`src/hdl/bmpd_pkg.sv`:
```
// Shared types and constants for the 24-bit BMP stream decoder.
package bmpd_pkg;

  // One input byte of the file and its restart flag
  typedef struct packed {
    logic [7:0] data_byte;
    logic       first_byte;
  } bmpd_in_t;

  // One decoded result
  typedef struct packed {
    logic [1:0]  kind;
    logic [7:0]  red;
    logic [7:0]  green;
    logic [7:0]  blue;
    logic [11:0] column;
    logic [11:0] row_index;
    logic [12:0] image_width;
    logic [12:0] image_height;
    logic [2:0]  error_code;
    logic        last_pixel;
  } bmpd_out_t;

  // Result kinds
  localparam logic [1:0] KIND_HEADER = 2'd0;
  localparam logic [1:0] KIND_PIXEL  = 2'd1;
  localparam logic [1:0] KIND_ERROR  = 2'd2;

  // Error codes
  localparam logic [2:0] ERR_SIGNATURE   = 3'd0;
  localparam logic [2:0] ERR_VERSION     = 3'd1;
  localparam logic [2:0] ERR_UNKNOWN_HDR = 3'd2;
  localparam logic [2:0] ERR_NOT_24BPP   = 3'd3;
  localparam logic [2:0] ERR_COMPRESSED  = 3'd4;
  localparam logic [2:0] ERR_BAD_SIZE    = 3'd5;
  localparam logic [2:0] ERR_BAD_OFFSET  = 3'd6;

  // Signature bytes
  localparam logic [7:0] SIG_B = 8'h42;
  localparam logic [7:0] SIG_M = 8'h4D;

  // Header sizes
  localparam logic [31:0] HDR_LEN_INFO = 32'd40;
  localparam logic [31:0] HDR_LEN_CORE = 32'd12;
  localparam logic [31:0] HDR_LEN_V3   = 32'd64;
  localparam logic [31:0] HDR_LEN_V4   = 32'd108;
  localparam logic [31:0] HDR_LEN_V5   = 32'd124;

  // Bits per pixel accepted
  localparam logic [15:0] BPP_24 = 16'd24;

endpackage

```
`src/hdl/bmp_24bit_stream_decoder_core.sv`:
```
// Top level of the 24-bit BMP stream decoder.
// Throughput: one file byte per cycle, sustained; a stalled result is held in a
//   two-entry output buffer, and input stalls only once both entries are full.
// Path: an input transfer is registered in the input stage, decoded by the
//   combinational parser, and then registered in the output head entry.
// Reset: synchronous on rst_n low; the parser returns to the signature check.
module bmp_24bit_stream_decoder_core #(
  parameter int MAX_WIDTH  = 4096,
  parameter int MAX_HEIGHT = 4096
) (
  input  logic               clk,
  input  logic               rst_n,
  input  logic               in_valid,
  output logic               in_ready,
  input  bmpd_pkg::bmpd_in_t  in_data,
  output logic               out_valid,
  input  logic               out_ready,
  output bmpd_pkg::bmpd_out_t out_data
);
  import bmpd_pkg::*;

  logic      item_valid;
  bmpd_in_t  item_data;
  logic      item_take;
  logic      push_valid;
  logic      push_ready;
  bmpd_out_t push_data;

  // Input register
  bmpd_in_reg u_in_reg (
    .clk        (clk),
    .rst_n      (rst_n),
    .in_valid   (in_valid),
    .in_ready   (in_ready),
    .in_data    (in_data),
    .item_valid (item_valid),
    .item_data  (item_data),
    .item_take  (item_take)
  );

  // Header and pixel decode
  bmpd_parser #(
    .MAX_WIDTH  (MAX_WIDTH),
    .MAX_HEIGHT (MAX_HEIGHT)
  ) u_parser (
    .clk        (clk),
    .rst_n      (rst_n),
    .item_valid (item_valid),
    .item_data  (item_data),
    .item_take  (item_take),
    .push_ready (push_ready),
    .push_valid (push_valid),
    .push_data  (push_data)
  );

  // Result buffer
  bmpd_out_skid u_out_skid (
    .clk        (clk),
    .rst_n      (rst_n),
    .push_valid (push_valid),
    .push_data  (push_data),
    .push_ready (push_ready),
    .out_valid  (out_valid),
    .out_ready  (out_ready),
    .out_data   (out_data)
  );

endmodule

```
`src/hdl/bmpd_in_reg.sv`:
```
// Input register stage: holds one accepted byte until the parser takes it.
module bmpd_in_reg (
  input  logic              clk,
  input  logic              rst_n,
  input  logic              in_valid,
  output logic              in_ready,
  input  bmpd_pkg::bmpd_in_t in_data,
  output logic              item_valid,
  output bmpd_pkg::bmpd_in_t item_data,
  input  logic              item_take
);
  import bmpd_pkg::*;

  logic     valid_r;
  bmpd_in_t data_r;

  // Refill in the same cycle the parser drains the stage
  assign in_ready   = !valid_r || item_take;
  assign item_valid = valid_r;
  assign item_data  = data_r;

  // Hold or advance the stage
  always_ff @(posedge clk) begin
    if (!rst_n) begin
      valid_r <= 1'b0;
    end else if (in_valid && in_ready) begin
      valid_r <= 1'b1;
    end else if (item_take) begin
      valid_r <= 1'b0;
    end
  end

  always_ff @(posedge clk) begin
    if (in_valid && in_ready) begin
      data_r <= in_data;
    end
  end

endmodule

```
`src/hdl/bmpd_parser.sv`:
```
// Header parser and pixel unpacker: one byte per transfer, at most one result.
module bmpd_parser #(
  parameter int MAX_WIDTH  = 4096,
  parameter int MAX_HEIGHT = 4096
) (
  input  logic               clk,
  input  logic               rst_n,
  input  logic               item_valid,
  input  bmpd_pkg::bmpd_in_t  item_data,
  output logic               item_take,
  input  logic               push_ready,
  output logic               push_valid,
  output bmpd_pkg::bmpd_out_t push_data
);
  import bmpd_pkg::*;

  localparam int W_W   = $clog2(MAX_WIDTH + 1);
  localparam int H_W   = $clog2(MAX_HEIGHT + 1);
  localparam int RBC_W = $clog2(3 * MAX_WIDTH + 4);

  // Byte positions of the checked header fields
  localparam logic [31:0] POS_OFFSET_END = 32'd13;
  localparam logic [31:0] POS_HSIZE_END  = 32'd17;
  localparam logic [31:0] POS_I_WIDTH    = 32'd21;
  localparam logic [31:0] POS_I_HEIGHT   = 32'd25;
  localparam logic [31:0] POS_I_BPP      = 32'd29;
  localparam logic [31:0] POS_I_COMP     = 32'd33;
  localparam logic [31:0] POS_I_LAST     = 32'd53;
  localparam logic [31:0] POS_C_WIDTH    = 32'd19;
  localparam logic [31:0] POS_C_HEIGHT   = 32'd21;
  localparam logic [31:0] POS_C_LAST     = 32'd25;
  localparam logic [31:0] HDR_END_INFO   = 32'd54;
  localparam logic [31:0] HDR_END_CORE   = 32'd26;

  typedef enum logic [2:0] {
    PH_SIG,
    PH_HDR,
    PH_SKIP,
    PH_PIX,
    PH_HALT
  } phase_t;

  phase_t             phase_r, phase_nxt;
  logic [31:0]        bp_r, bp_nxt;
  logic [31:0]        fs_r, fs_nxt;
  logic [31:0]        off_r, off_nxt;
  logic               hl40_r, hl40_nxt;
  logic               hl12_r, hl12_nxt;
  logic [W_W-1:0]     width_r, width_nxt;
  logic [H_W-1:0]     height_r, height_nxt;
  logic [W_W-1:0]     col_r, col_nxt;
  logic [H_W-1:0]     row_r, row_nxt;
  logic [RBC_W-1:0]   rbc_r, rbc_nxt;
  logic [1:0]         sub_r, sub_nxt;
  logic [7:0]         blue_r, blue_nxt;
  logic [7:0]         green_r, green_nxt;
  logic [RBC_W-1:0]   db_r, stride_r;
  logic [RBC_W-1:0]   db_w, db_pad;

  logic               res_valid;
  bmpd_out_t          res;

  // Row length in bytes and its padded stride, settled long before pixels
  assign db_w   = RBC_W'({width_r, 1'b0}) + RBC_W'(width_r);
  assign db_pad = db_w + RBC_W'(3);

  always_ff @(posedge clk) begin
    db_r     <= db_w;
    stride_r <= {db_pad[RBC_W-1:2], 2'b00};
  end

  assign item_take  = item_valid && push_ready;
  assign push_valid = item_take && res_valid;
  assign push_data  = res;

  // Decode one byte
  always_comb begin
    logic [7:0]       b;
    logic             first;
    phase_t           phase_c;
    logic [31:0]      bp_c;
    logic [31:0]      fs_c;
    logic [31:0]      off_c;
    logic             hl40_c;
    logic             hl12_c;
    logic [W_W-1:0]   width_c;
    logic [H_W-1:0]   height_c;
    logic [W_W-1:0]   col_c;
    logic [H_W-1:0]   row_c;
    logic [RBC_W-1:0] rbc_c;
    logic [1:0]       sub_c;
    logic [7:0]       blue_c;
    logic [7:0]       green_c;
    logic [31:0]      fs_n;
    logic [31:0]      bp_inc;
    logic [RBC_W-1:0] rbc_inc;
    logic             finish;
    logic             err_hit;
    logic [2:0]       err_code;
    logic             last;

    b     = item_data.data_byte;
    first = item_data.first_byte;

    // A restart flag clears all state before the byte is used
    phase_c  = first ? PH_SIG : phase_r;
    bp_c     = first ? '0 : bp_r;
    fs_c     = first ? '0 : fs_r;
    off_c    = first ? '0 : off_r;
    hl40_c   = first ? 1'b0 : hl40_r;
    hl12_c   = first ? 1'b0 : hl12_r;
    width_c  = first ? '0 : width_r;
    height_c = first ? '0 : height_r;
    col_c    = first ? '0 : col_r;
    row_c    = first ? '0 : row_r;
    rbc_c    = first ? '0 : rbc_r;
    sub_c    = first ? '0 : sub_r;
    blue_c   = first ? '0 : blue_r;
    green_c  = first ? '0 : green_r;

    phase_nxt  = phase_c;
    bp_nxt     = bp_c;
    fs_nxt     = fs_c;
    off_nxt    = off_c;
    hl40_nxt   = hl40_c;
    hl12_nxt   = hl12_c;
    width_nxt  = width_c;
    height_nxt = height_c;
    col_nxt    = col_c;
    row_nxt    = row_c;
    rbc_nxt    = rbc_c;
    sub_nxt    = sub_c;
    blue_nxt   = blue_c;
    green_nxt  = green_c;

    fs_n     = {b, fs_c[31:8]};
    bp_inc   = bp_c + 32'd1;
    rbc_inc  = rbc_c + RBC_W'(1);
    finish   = 1'b0;
    err_hit  = 1'b0;
    err_code = ERR_SIGNATURE;
    last     = 1'b0;
    res_valid = 1'b0;
    res       = '0;

    case (phase_c)
      PH_SIG: begin
        if (bp_c == 32'd0) begin
          if (b != SIG_B) begin
            err_hit = 1'b1;
          end
        end else begin
          if (b != SIG_M) begin
            err_hit = 1'b1;
          end else begin
            phase_nxt = PH_HDR;
          end
        end
        err_code = ERR_SIGNATURE;
        bp_nxt   = bp_inc;
      end

      PH_HDR: begin
        fs_nxt = fs_n;
        bp_nxt = bp_inc;
        if (bp_c == POS_OFFSET_END) begin
          off_nxt = fs_n;
        end else if (bp_c == POS_HSIZE_END) begin
          if (fs_n == HDR_LEN_INFO) begin
            hl40_nxt = 1'b1;
          end else if (fs_n == HDR_LEN_CORE) begin
            hl12_nxt = 1'b1;
          end else if (fs_n == HDR_LEN_V3 || fs_n == HDR_LEN_V4 || fs_n == HDR_LEN_V5) begin
            err_hit  = 1'b1;
            err_code = ERR_VERSION;
          end else begin
            err_hit  = 1'b1;
            err_code = ERR_UNKNOWN_HDR;
          end
        end else if (hl40_c) begin
          if (bp_c == POS_I_WIDTH) begin
            if (fs_n[31] || fs_n == 32'd0 || fs_n > 32'(MAX_WIDTH)) begin
              err_hit  = 1'b1;
              err_code = ERR_BAD_SIZE;
            end else begin
              width_nxt = W_W'(fs_n);
            end
          end else if (bp_c == POS_I_HEIGHT) begin
            if (fs_n[31] || fs_n == 32'd0 || fs_n > 32'(MAX_HEIGHT)) begin
              err_hit  = 1'b1;
              err_code = ERR_BAD_SIZE;
            end else begin
              height_nxt = H_W'(fs_n);
            end
          end else if (bp_c == POS_I_BPP) begin
            if (fs_n[31:16] != BPP_24) begin
              err_hit  = 1'b1;
              err_code = ERR_NOT_24BPP;
            end
          end else if (bp_c == POS_I_COMP) begin
            if (fs_n != 32'd0) begin
              err_hit  = 1'b1;
              err_code = ERR_COMPRESSED;
            end
          end else if (bp_c == POS_I_LAST) begin
            finish = 1'b1;
          end
        end else if (hl12_c) begin
          if (bp_c == POS_C_WIDTH) begin
            if (fs_n[31:16] == 16'd0 || fs_n[31:16] > 16'(MAX_WIDTH)) begin
              err_hit  = 1'b1;
              err_code = ERR_BAD_SIZE;
            end else begin
              width_nxt = W_W'(fs_n[31:16]);
            end
          end else if (bp_c == POS_C_HEIGHT) begin
            if (fs_n[31:16] == 16'd0 || fs_n[31:16] > 16'(MAX_HEIGHT)) begin
              err_hit  = 1'b1;
              err_code = ERR_BAD_SIZE;
            end else begin
              height_nxt = H_W'(fs_n[31:16]);
            end
          end else if (bp_c == POS_C_LAST) begin
            if (fs_n[31:16] != BPP_24) begin
              err_hit  = 1'b1;
              err_code = ERR_NOT_24BPP;
            end else begin
              finish = 1'b1;
            end
          end
        end

        // End of header: check the offset, report sizes
        if (finish) begin
          if (off_c < (hl40_c ? HDR_END_INFO : HDR_END_CORE)) begin
            err_hit  = 1'b1;
            err_code = ERR_BAD_OFFSET;
          end else begin
            res_valid          = 1'b1;
            res.kind           = KIND_HEADER;
            res.image_width    = 13'(width_c);
            res.image_height   = 13'(height_c);
            phase_nxt          = (off_c == bp_inc) ? PH_PIX : PH_SKIP;
          end
        end
      end

      PH_SKIP: begin
        bp_nxt = bp_inc;
        if (bp_inc == off_c) begin
          phase_nxt = PH_PIX;
        end
      end

      PH_PIX: begin
        // Gather B and G, emit on R; padding bytes only advance the count
        if (rbc_c < db_r) begin
          case (sub_c)
            2'd0: begin
              blue_nxt = b;
            end
            2'd1: begin
              green_nxt = b;
            end
            default: begin
              last = (W_W'(col_c + W_W'(1)) == width_c) &&
                     (H_W'(row_c + H_W'(1)) == height_c);
              res_valid      = 1'b1;
              res.kind       = KIND_PIXEL;
              res.red        = b;
              res.green      = green_c;
              res.blue       = blue_c;
              res.column     = 12'(col_c);
              res.row_index  = 12'(row_c);
              res.last_pixel = last;
              col_nxt        = W_W'(col_c + W_W'(1));
            end
          endcase
        end
        if (rbc_inc >= stride_r) begin
          rbc_nxt = '0;
          sub_nxt = '0;
          col_nxt = '0;
          row_nxt = H_W'(row_c + H_W'(1));
        end else begin
          rbc_nxt = rbc_inc;
          sub_nxt = (sub_c == 2'd2) ? 2'd0 : 2'(sub_c + 2'd1);
        end
        if (last) begin
          phase_nxt = PH_HALT;
        end
      end

      default: begin
      end
    endcase

    // Report an error and drop everything until a restart
    if (err_hit) begin
      res_valid      = 1'b1;
      res            = '0;
      res.kind       = KIND_ERROR;
      res.error_code = err_code;
      phase_nxt      = PH_HALT;
    end
  end

  // Parser state
  always_ff @(posedge clk) begin
    if (!rst_n) begin
      phase_r  <= PH_SIG;
      bp_r     <= '0;
      fs_r     <= '0;
      off_r    <= '0;
      hl40_r   <= 1'b0;
      hl12_r   <= 1'b0;
      width_r  <= '0;
      height_r <= '0;
      col_r    <= '0;
      row_r    <= '0;
      rbc_r    <= '0;
      sub_r    <= '0;
      blue_r   <= '0;
      green_r  <= '0;
    end else if (item_take) begin
      phase_r  <= phase_nxt;
      bp_r     <= bp_nxt;
      fs_r     <= fs_nxt;
      off_r    <= off_nxt;
      hl40_r   <= hl40_nxt;
      hl12_r   <= hl12_nxt;
      width_r  <= width_nxt;
      height_r <= height_nxt;
      col_r    <= col_nxt;
      row_r    <= row_nxt;
      rbc_r    <= rbc_nxt;
      sub_r    <= sub_nxt;
      blue_r   <= blue_nxt;
      green_r  <= green_nxt;
    end
  end

endmodule

```
`src/hdl/bmpd_out_skid.sv`:
```
// Result register with a skid entry, so a single stalled result does not block input.
module bmpd_out_skid (
  input  logic               clk,
  input  logic               rst_n,
  input  logic               push_valid,
  input  bmpd_pkg::bmpd_out_t push_data,
  output logic               push_ready,
  output logic               out_valid,
  input  logic               out_ready,
  output bmpd_pkg::bmpd_out_t out_data
);
  import bmpd_pkg::*;

  logic      head_v_r;
  logic      skid_v_r;
  bmpd_out_t head_r;
  bmpd_out_t skid_r;
  logic      pop;

  assign push_ready = !skid_v_r;
  assign out_valid  = head_v_r;
  assign out_data   = head_r;
  assign pop        = head_v_r && out_ready;

  // Valid flags
  always_ff @(posedge clk) begin
    if (!rst_n) begin
      head_v_r <= 1'b0;
      skid_v_r <= 1'b0;
    end else if (pop) begin
      if (skid_v_r) begin
        skid_v_r <= push_valid;
      end else begin
        head_v_r <= push_valid;
      end
    end else if (push_valid) begin
      if (head_v_r) begin
        skid_v_r <= 1'b1;
      end else begin
        head_v_r <= 1'b1;
      end
    end
  end

  // Payload: advance the skid entry into the head on a transfer
  always_ff @(posedge clk) begin
    if (pop) begin
      if (skid_v_r) begin
        head_r <= skid_r;
        if (push_valid) begin
          skid_r <= push_data;
        end
      end else if (push_valid) begin
        head_r <= push_data;
      end
    end else if (push_valid) begin
      if (head_v_r) begin
        skid_r <= push_data;
      end else begin
        head_r <= push_data;
      end
    end
  end

endmodule
```
`config.mk`:
```
export PLATFORM = sky130hd
export DESIGN_NAME = bmp_24bit_stream_decoder_core
export DESIGN_NICKNAME = d
export VERILOG_FILES = /design/src/hdl/bmpd_pkg.sv /design/src/hdl/bmp_24bit_stream_decoder_core.sv /design/src/hdl/bmpd_in_reg.sv /design/src/hdl/bmpd_parser.sv /design/src/hdl/bmpd_out_skid.sv
export SDC_FILE = /design/constraint.sdc
export NUM_CORES = 1
export LEC_CHECK = 0
export ABC_CLOCK_PERIOD_IN_PS = 12250
export BUFFER_PORTS_ARGS = -buffer_cell sky130_fd_sc_hd__buf_2
export CAP_MARGIN = 20
export CORE_MARGIN = 5
export CORE_UTILIZATION = 62
export DETAILED_ROUTE_END_ITERATION = 6
export GPL_TIMING_DRIVEN = 0
export HOLD_SLACK_MARGIN = 0.03
export PLACE_DENSITY_LB_ADDON = 0.1
export SYNTH_ARGS = -nofsm -noshare
export SYNTH_HDL_FRONTEND = slang
export SYNTH_SLANG_ARGS = --single-unit
```
`constraint.sdc`:
```
create_clock -name clk -period 12.25 [get_ports clk]
set_input_delay 0.6125 -clock clk [delete_from_list [all_inputs] [get_ports clk]]
set_output_delay 0.6125 -clock clk [all_outputs]
set_load 0.03 [all_outputs]
```
==> results.toml, run 1 <==
[power]
combPwrFrac_pct = 5.7
vdd.ir_drop.worst_v = 0.000126
p_clk_share_pct = 45.1
p_per_area_mw_per_mm2 = 121
seqPwrFrac_pct = 49.3
finalPower_uw = 2700
p_sw_uw = 638
power_leakage_uw = 0.00813
intPower_uw = 2060
switching_share_pct = 23.7

[routing]
routed-wl-met3_mm = 7.56
drt_iter0_markers = 2464
drtAntennaViolNets = 0
met1_length_mm = 26.7
post-route-drc-count = 0
drtPass1Iterations = 6
wl_met2_mm = 31.2
finalWirelength_mm = 69.7
wl_per_cell_um = 26.1
vias = 18200
highest-signal-layer = "met4"
vias_per_cell = 6.85

[setup_path]
worst_setup_path_start_kind = "register"
path_delay_family = "buffers and inverters"
path_buf_inv = 13
crit_path_cell_trace = "buf_2, clkbuf_1, buf_1, buf_2, buf_2, buf_1, clkbuf_1, nor2b_1, ha_1, nand2b_1, o221ai_1, nand3_1, a31o_2, nor3b_2, nand2_1, inv_1, nor3_4, nor3b_2, buf_8, buf_6, buf_6, buf_6, buf_6"
critPathRequiredTime_ps = 12490
slowest_delay_ps = 850
path_class = "reg -> reg"
crit_top_cell = "buf_6"
worstPathArrival_ps = 10030
worst-path-max-fanout = 13
cp-end-kind = "register"
crit_slowest_cell = "edfxtp_1"

[min_path]
hp-class = "in -> reg"

[timing]
finalHoldViolations = 0
worst_slew_margin_rel_pct = 17.1
report.final.slew_viol_count = 0
rsz0062_at_grt = "false"
fmax_ghz = 0.102
fin_skew_ps = 18.7
setup_ws_ps = 2460
period_share_pct = 79.9
tightestPinTransition_ps = 1230
period_needed_ps = 9790
setup_viol = 0

[logic_synthesis]
syn_area_mm2 = 0.0199
synth_edf_count = 169
muxShareOfSynthArea_pct = 4.56
synthFlopType = "dfxtp_1"
syn_inst = 2087
synth-adder-area-share_pct = 3.13
synth_xor_xnor_area_share_pct = 4.71
syn_avg_cell_area_um2 = 9.51
yosysWarningCount = 0
synth_top_family_by_area = "simple AND/OR/NAND/NOR gates"
synthSimpleGateAreaFrac_pct = 20.7
synth-compound-area-share_pct = 16.5
syn_nets = 2149
ys_ff_latch = 375
async_reset_ff_share_pct = 0
ys_seq_area_share_pct = 46.3
synth_cell_types = 90

[clock_tree]
clockBufferDepth = 3
insertion_delay_ps = 540
clockRootBuffer = "clkbuf_16"
cts_tree = "done"
clock-sinks = 375
cts_resized = 0
h-tree-depth = 2
ctsHoldBuffers = 0
cts_inserted_buffers = 39
clk_pin_slew_ps = 60
cts_setup_buffers = 0

[finish]
final_common_cell = "nor2_1"
multi_input_area_mm2 = 0.00986
layout-drive-gt1-share_pct = 12.8
postLayoutCoreUtil_pct = 70.6
seqCellArea_mm2 = 0.00920
area_growth_pct = 12.2
nFillCells = 2421
final_cell_mix = "224 x nor2_1, 206 x dfxtp_1, 169 x edfxtp_1"
final_nets = 2294

[grt]
antenna_found_initial = 0
grtUsageTotal_pct = 37.7
grt_max_degree = 23
gr-total-overflow = 0
grt_pass1_wl_mm = 105
grt_pass1_vias = 17500

[floorplan]
rows = 65
die_y_um = 189
die_width_um = 189
core_mm2 = 0.0316
ioPinCount = 95
die_area_mm2 = 0.0357
start_util_pct = 62.9

[outcome]
status = "completed"

[place]
port_buffers = 94
dp_slack_ps = 3070
post-dp-hpwl_mm = 50.3
place_congestion = 1.04

[run]
drv_cap = 0
## registers in the layout, indices dropped and copies added (netlist names), 3 cells and up
name / count
u_in_reg.item_data: 9
u_out_skid.out_data: 80
u_out_skid.skid_r: 80
u_parser.blue_r: 8
u_parser.bp_r: 32
u_parser.col_r: 13
u_parser.db_r: 14
u_parser.fs_r: 24
u_parser.green_r: 8
u_parser.height_r: 13
u_parser.off_r: 32
u_parser.phase_r: 3
u_parser.rbc_r: 14
u_parser.row_r: 13
u_parser.stride_r: 12
u_parser.width_r: 13
## kinds of logic (layout without fill, tap and decap cells)
family | count (synthesis) | after routing
simple gates | 779 | 779
other cells | 0 | 3
mux | 81 | 81
buf+inv | 202 | 375
fa+ha+maj | 49 | 49
flops | 375 | 375
compound gates | 496 | 496
xor+xnor | 105 | 105
## per-layer routing
layer | vias up | GRT usage [%]
met5 | - | 0
met4 | 0 | 19.9
met3 | 296 | 7.30
met2 | 1271 | 59.0
met1 | 8643 | 50.0
li1 | 8039 | -
## power by group through the flow
| stage | clock network [µW] | registers (µW) | logic (µW) |
|---|---|---|---|
| 3_5_place_dp | 0 | 1360 | 147 |
| 4_1_cts | 1210 | 1330 | 147 |
| 6_report | 1210 | 1330 | 153 |
| 3_3_place_gp | 0 | 1360 | 139 |
| 2_1_floorplan | 0 | 1380 | 61.0 |
| 5_1_grt | 1280 | 1330 | 157 |
## synthesized netlist by cell type (all sizes together) (47+ instances only)
master | n | share of area, %
nor2 | 225 | 4.3
dfxtp | 206 | 21
edfxtp | 169 | 26
nand2 | 133 | 2.5
clkbuf | 120 | 2.3
a22oi | 115 | 4.3
o21ai | 108 | 2.7
a21oi | 101 | 2.6
mux2 | 75 | 4.3
and3 | 73 | 2.3
xnor2 | 70 | 3.1
inv | 51 | 0.96
nand3 | 49 | 1.2
ha | 48 | 3.0
nor3 | 48 | 1.3
nor4 | 47 | 1.7
## per-stage QoR
step | instance area [µm²] | instances | hold slack, ps | TNS [ps]
floorplan | 19900 | 2087 | 407 | 0
global placement | 20800 | 2583 | 471 | -290800
detailed placement | 21000 | 2593 | 481 | 0
CTS | 22300 | 2662 | 244 | 0
global route | 22300 | 2662 | 244 | 0
finish | 22300 | 2665 | 254 | 0
## cell type report
type                            count  area share, %
Clock inverter                     21           1.16
Inverter                           52          0.876
Buffer                            150           2.75
Tap cell                          402           2.26
Sequential cell                   375           41.3
Antenna cell                        3         0.0337
Multi-Input combinational cell   1510           44.3
Timing Repair Buffer              104           2.76
Clock buffer                       48           4.60
## final timing paths
check / startpoint / end / slack [ps] / cells after the start
max reg2reg: u_in_reg.item_data[0]$_DFFE_PP_ / u_out_skid.skid_r[57]$_DFFE_PP_ / 2460 / 23
min: in_data[2] / u_in_reg.item_data[2]$_DFFE_PP_ / 250 / 1
min reg2reg: u_parser.sub_r[0]$_SDFFE_PN0P_ / u_parser.sub_r[0]$_SDFFE_PN0P_ / 500 / 2
max: u_in_reg.item_data[0]$_DFFE_PP_ / u_out_skid.skid_r[57]$_DFFE_PP_ / 2460 / 23
## worst register-to-register path: cells and delay by family, from the launching register on
family	cells	cell delay, ps
flops	1	850
simple gates	7	2310
compound gates	2	420
fa+ha+maj	1	260
buf+inv	13	5650
No activity file was read; power rests on OpenSTA's default activity.
==> run 2, diff against run 1 <==
--- a/config.mk
+++ b/config.mk
@@ -5,7 +5,7 @@
 export SDC_FILE = /design/constraint.sdc
 export NUM_CORES = 1
 export LEC_CHECK = 0
-export ABC_CLOCK_PERIOD_IN_PS = 12250
+export ABC_CLOCK_PERIOD_IN_PS = 10200
 export BUFFER_PORTS_ARGS = -buffer_cell sky130_fd_sc_hd__buf_2
 export CAP_MARGIN = 20
 export CORE_MARGIN = 5
==> constraint.sdc (replaced) <==
create_clock -name clk -period 10.2 [get_ports clk]
set_input_delay 0.51 -clock clk [delete_from_list [all_inputs] [get_ports clk]]
set_output_delay 0.51 -clock clk [all_outputs]
set_load 0.03 [all_outputs]
==> run 2 against run 1 <==
The run now ends with design-rule violations left. First-iteration DRC count down 12%. Sequential power up 20%. Combinational power up 18%. Critical path type unchanged. Critical endpoint is now u_out_skid.out_data[54]$_DFFE_PP_.
==> results.toml, run 2 (synthesis gave the netlist of run 1 again) <==
[clock_tree]
cts_resized = 0
cts_tree = "done"
cts_setup_buffers = 0
clockBufferDepth = 3
clockRootBuffer = "clkbuf_16"
ctsHoldBuffers = 0
insertion_delay_ps = 550
h-tree-depth = 2
cts_inserted_buffers = 40
clk_pin_slew_ps = 60
clock-sinks = 375

[power]
vdd.ir_drop.worst_v = 0.000186
power_leakage_uw = 0.00817
p_per_area_mw_per_mm2 = 147

[floorplan]
ioPinCount = 95
die_area_mm2 = 0.0357
rows = 65
die_width_um = 189
start_util_pct = 62.9
die_y_um = 189
core_mm2 = 0.0316

[place]
post-dp-hpwl_mm = 48.9
place_congestion = 1.05
port_buffers = 94
place_inst = 2592

[timing]
worst_slew_margin_rel_pct = 20.6
period_share_pct = 89.5
tightestPinTransition_ps = 1170
setup_viol = 0
holdWs_ps = 137
finalHoldViolations = 0
fin_skew_ps = 18.3
rsz0062_at_grt = "false"
period_needed_ps = 9120
fmax_ghz = 0.110
report.final.slew_viol_count = 0

[routing]
vias_per_cell = 6.76
drtPass1Iterations = 7
drt_iter0_markers = 2172
post-route-drc-count = 3
finalWirelength_mm = 67.2
wl_per_cell_um = 25.2
wl_met2_mm = 29.7
routed-wl-met3_mm = 7.67
drtAntennaViolNets = 0
met1_length_mm = 26.0
highest-signal-layer = "met5"
vias = 18000

[finish]
layout-drive-gt1-share_pct = 12.8
final_common_cell = "nor2_1"
final_cell_mix = "224 x nor2_1, 206 x dfxtp_1, 169 x edfxtp_1"
final_cells = 2668
area_growth_pct = 12.5
final_nets = 2294

[grt]
grt_max_degree = 23
grt_pass1_vias = 17200
antenna_found_initial = 3
grtUsageTotal_pct = 36.3
grt_pass1_wl_mm = 101
gr-total-overflow = 0

[setup_path]
r2r_cells = 22
path_delay_family = "buffers and inverters"
slowest_delay_ps = 810
worst-path-max-fanout = 22
r2r-end = "u_out_skid.out_data[54]$_DFFE_PP_"
path_class = "reg -> reg"
critPathRequiredTime_ps = 10440
worst_setup_path_start_kind = "register"
cp-startpoint = "u_in_reg.item_data[0]$_DFFE_PP_"
crit_slowest_cell = "buf_1"
crit_top_cell = "buf_8"
rrSetupSlack_ps = 1080
worstPathArrival_ps = 9370
crit_path_cell_trace = "buf_2, clkbuf_1, buf_1, buf_2, buf_2, buf_1, clkbuf_1, nor2b_1, ha_1, and3b_1, o21a_1, o211ai_1, a21oi_1, nor2_1, nor4_4, clkbuf_1, nor3_4, o31ai_4, buf_8, buf_8, buf_8, buf_8"
r2r_start = "u_in_reg.item_data[0]$_DFFE_PP_"
cp-end-kind = "register"
path_buf_inv = 12
critical_path.endpoint = "u_out_skid.out_data[54]$_DFFE_PP_"
cp.depth = 22

[outcome]
failed_checks = "design-rule violations"
status = "complete, but fails checks"

[run]
drv_cap = 0

[min_path]
hp-class = "in -> reg"
-- run 2: cell types whose count changed in the layout (fill, tap and decap cells not counted), moves of 3 or more --
cell,change
buf_6,-5
buf_8,+4
clkbuf_16,+3
clkinvlp_4,-3
-- run 2: metrics by stage --
| stage | utilization (%) | area (µm²) | TNS, ps | worst slack, ps | total power (µW) |
|---|---|---|---|---|---|
| after CTS | 70.8 | 22300 | 0 | 1490 | 3270 |
| after floorplan | - | 19900 | 0 | 2420 | 1730 |
| after detailed placement | 66.5 | 21000 | 0 | 1530 | 1800 |
| after global placement | 66.0 | 20800 | -320970 | -2120 | 1800 |
| after global routing | 70.8 | 22300 | 0 | 1120 | 3360 |
| final | 70.8 | 22300 | 0 | 1080 | 3280 |
-- run 2: worst min path at each step --
stage	cells after the start	endpoint	slack, ps	start
after floorplan	0	u_parser.db_r[0]$_DFF_P_	410	u_parser.width_r[0]$_SDFFE_PN0P_
after global placement	2	u_parser.sub_r[0]$_SDFFE_PN0P_	470	u_parser.sub_r[0]$_SDFFE_PN0P_
after detailed placement	2	u_parser.rbc_r[13]$_SDFFE_PN0P_	480	u_parser.rbc_r[13]$_SDFFE_PN0P_
after CTS	1	u_in_reg.item_data[3]$_DFFE_PP_	140	in_data[3]
after global routing	1	u_in_reg.item_data[3]$_DFFE_PP_	130	in_data[3]
final	1	u_in_reg.item_data[4]$_DFFE_PP_	140	in_data[4]
-- run 2: layout make-up --
cell class,count,area (µm²)
plain buffers,150,612
multi-input cells,1510,9870
flip-flops and latches,375,9200
fillers,2485,9210
diodes,3,7.51
repair buffers,103,618
clock inverters,23,262
clock buffers,50,1080
inverters,52,195
well taps,402,503
-- run 2: power by group --
part	internal [µW]	switching [µW]
registers	1590	9.39
logic	38.2	143
clock network	884	618
total	2510	770
-- run 2: worst register-to-register path, stage by stage (launching register included) --
cell      delay [ps]
edfxtp_1         790
buf_2            480
clkbuf_1         770
buf_1            810
buf_2            520
buf_2            360
buf_1            610
clkbuf_1         650
nor2b_1          110
ha_1             300
and3b_1          160
o21a_1           110
o211ai_1          80
a21oi_1          300
nor2_1           140
nor4_4           640
clkbuf_1         620
nor3_4           150
o31ai_4          290
buf_8            230
buf_8            220
buf_8            230
buf_8            230
-- run 2: layer usage --
| metal | global-route usage, % | vias to the layer above |
|---|---|---|
| met1 | 48.4 | 8556 |
| met5 | 0 | - |
| met3 | 7.67 | 284 |
| met2 | 57.1 | 1164 |
| met4 | 16.9 | 2 |
| li1 | - | 8031 |
